**src/rtl/core/etw_modsub.sv**
```systemverilog
// Shared compare-and-subtract unit: one step of reducing a value modulo the wheel length.
// Depends on nothing; one subtract step per cycle.
module etw_modsub #(
  parameter int VW = 9,
  parameter int LW = 5
) (
  input  logic [VW-1:0] val_i,
  input  logic [LW-1:0] len_i,
  output logic [VW-1:0] val_o,
  output logic          done_o
);
  logic [VW-1:0] len_ext;
  assign len_ext = VW'(len_i);
  assign done_o  = val_i < len_ext;
  assign val_o   = done_o ? val_i : val_i - len_ext;
endmodule

```
**config.mk**
```make
export PLATFORM = sky130hd
export DESIGN_NAME = etw_modsub
export DESIGN_NICKNAME = d
export VERILOG_FILES = /design/src/rtl/core/etw_modsub.sv
export SDC_FILE = /design/constraint.sdc
export NUM_CORES = 1
export LEC_CHECK = 0
export ABC_CLOCK_PERIOD_IN_PS = 1800
export BUFFER_PORTS_ARGS = -buffer_cell sky130_fd_sc_hd__clkbuf_2
export CAP_MARGIN = 20
export CORE_AREA = 2 2 39 41
export DETAILED_ROUTE_END_ITERATION = 10
export DIE_AREA = 0 0 41 43
export PLACE_DENSITY_LB_ADDON = 0.2
export SYNTH_ARGS = -nofsm -noshare
export SYNTH_HDL_FRONTEND = slang
export SYNTH_SLANG_ARGS = --single-unit
```
**constraint.sdc**
```tcl
create_clock -name vclk -period 1.8
set_clock_uncertainty 0.05 [all_clocks]
set_input_delay 0.18 -clock vclk [all_inputs]
set_output_delay 0.18 -clock vclk [all_outputs]
set_load 0.02 [all_outputs]
```
==> results.json <==
{
  "post_drt_wl_per_cell_um": 9.23,
  "placed_cell_area_um2": 626,
  "p_leak_uw": 0.000367,
  "busiest_layer": "met2",
  "arrival_ns": 1.83,
  "hp-class": "input port to primary output",
  "p_per_area_nw_per_um2": 373,
  "yosys.cell_types.count": 22,
  "seq_area_um2": 0,
  "timing.final.crit_period_ns": 2.06,
  "antenna_cells": 0,
  "irDropWorstVdd_v": 0.000160,
  "critPathRequiredTime_ns": 1.57,
  "syn-num-nets": 66,
  "grt_pass1_wl_um": 1350,
  "rsz0062_at_grt": "yes",
  "syn_inst": 46,
  "grt.overflow.total": 0,
  "die_x_um": 41,
  "track_usage_pct": 10.0,
  "drt-initial-drc-count": 10,
  "io_pins": 24,
  "grt_max_degree": 7,
  "dp_hpwl_um": 746,
  "yosysTopAreaCell": "mux2_2",
  "num_rows": 14,
  "fin_tns_setup_ns": -1.57,
  "fin_util_pct": 50.4,
  "dieArea_um2": 1760,
  "cpPeakStageDelay_ns": 0.34,
  "first_pass_iters": 4,
  "grt_use_met1_pct": 14.9,
  "drc": 0,
  "layout_setup_ws_ns": -0.264,
  "worst_slew_pin_slew_ns": 0.332,
  "antenna_found_initial": 0,
  "finalWirelength_um": 858,
  "initial_core_util_pct": 28.8,
  "maxSlewViolCount": 0,
  "max_freq_ghz": 0.485,
  "holdPathEnd": "val_o[4]",
  "synth_top_area_share_pct": 19.8,
  "vias": 438,
  "cp_cell_sequence": "clkbuf_16 > inv_12 > ha_4 > inv_2 > fa_2 > a211oi_2 > nor2_2 > a211oi_2 > mux2_4 > buf_8",
  "synthesis.area_um2": 398,
  "drv_cap": 0,
  "holdPathStages": 3,
  "holdCritStartpoint": "val_i[4]",
  "coreArea_um2": 1380,
  "critPathMaxFanout": 3,
  "hold_violations": 0,
  "final_cell_mix": "clkbuf_2 (19), buf_4 (7), inv_1 (5), mux2_2 (5)",
  "whs_ns": 0.672,
  "drive_gt1_share_pct": 64.9,
  "relSlewSlack_pct": 77.8,
  "crit_type": "input port to primary output",
  "hold_buffers": 0,
  "violations": "setup timing",
  "post-cts-setup-buffers": 0,
  "global_route.usage.met3_pct": 0.524,
  "die_height_um": 43,
  "setup_violations": 9,
  "gr-usage-met2_pct": 16.3,
  "gp_congestion": 0.726,
  "n_sequential_cell": 0,
  "via_per_inst": 4.71,
  "start_kind": "input port",
  "synth_area_leaders": "mux2_2 (20%), ha_1 (16%), inv_1 (6.6%), xor2_1 (6.6%), nand4b_4 (6.0%)",
  "cp-end-kind": "primary output",
  "final_area_um2": 697,
  "final_common_cell": "clkbuf_2",
  "first_global_vias": 350,
  "status": "finished, violations left",
  "cp_slowest_cell": "fa_2",
  "cp_common_cell": "a211oi_2",
  "clkbuf_count": 0,
  "ys_warn_count": 0,
  "portBuffers": 24,
  "final_antenna_net_count": 0,
  "syn2layout_area_growth_pct": 75.2,
  "avgSynthCellArea_um2": 8.65,
  "final_nets": 99,
  "fin_crit_sh_pct": 115,
  "ys_seq_area_share_pct": 0
}
[worst max-delay path by stage]
stage | to | startpoint
after floorplan | val_o[6] | val_i[0]
after global placement | val_o[6] | val_i[0]
after detailed placement | val_o[6] | val_i[0]
after CTS | val_o[8] | val_i[0]
after global routing | val_o[6] | val_i[0]
final | val_o[8] | val_i[0]
[timing repair]
| action | 4_1_cts | 5_1_grt |
|---|---|---|
| pin swaps | 4 | 4 |
| endpoints found under the setup margin | 9 | 10 |
| resized for setup | 12 | 3 |
[kinds of logic after synthesis]
logic type	Yosys count	share of synthesized area, %
AND/OR/NAND/NOR	12	20.4
AO/OA/AOI/OAI	9	19.5
multiplexers	9	26.1
buffers and inverters	7	6.60
adder cells (fa/ha/maj)	6	20.8
XOR/XNOR	3	6.60
[power by group]
group	internal, uW	total, uW	switching, uW
sequential	0	0	0
combinational	137	260	123
clock	0	0	0
[cell usage after synthesis (2+ instances only)]
cell type  n
nand3b_1   2
inv_1      7
ha_1       5
nor2b_1    2
xor2_1     3
a21oi_1    2
nor2_1     4
mux2_2     7
[cell type report]
cell class,instances,area (um^2)
repair buffers,31,224
multi-input cells,39,414
well taps,16,20.0
inverters,7,38.8
fillers,131,687
[per-stage QoR]
stage	power, uW	setup WS (ns)	instances
2_1_floorplan	150	-0.0830	46
3_3_place_gp	229	-0.407	93
3_5_place_dp	232	-0.402	93
4_1_cts	259	-0.304	93
5_1_grt	284	-0.312	93
6_report	260	-0.264	93
[layer usage]
layer	up-vias	part of all wire, %	wire, um
li1	229	-	-
met4	0	0	0
met1	196	45	387
met5	-	0	0
met2	13	49	417
met3	0	6.2	53
[critical path: cells and delay by family]
kind,cells,cell delay [ns]
and+or+nand+nor,1,0.08
buffers and inverters,4,0.33
AOI/OAI and AO/OA,2,0.44
adders and majority gates,2,0.45
muxes,1,0.34
Note: power is estimated with default switching activity, not from simulation.
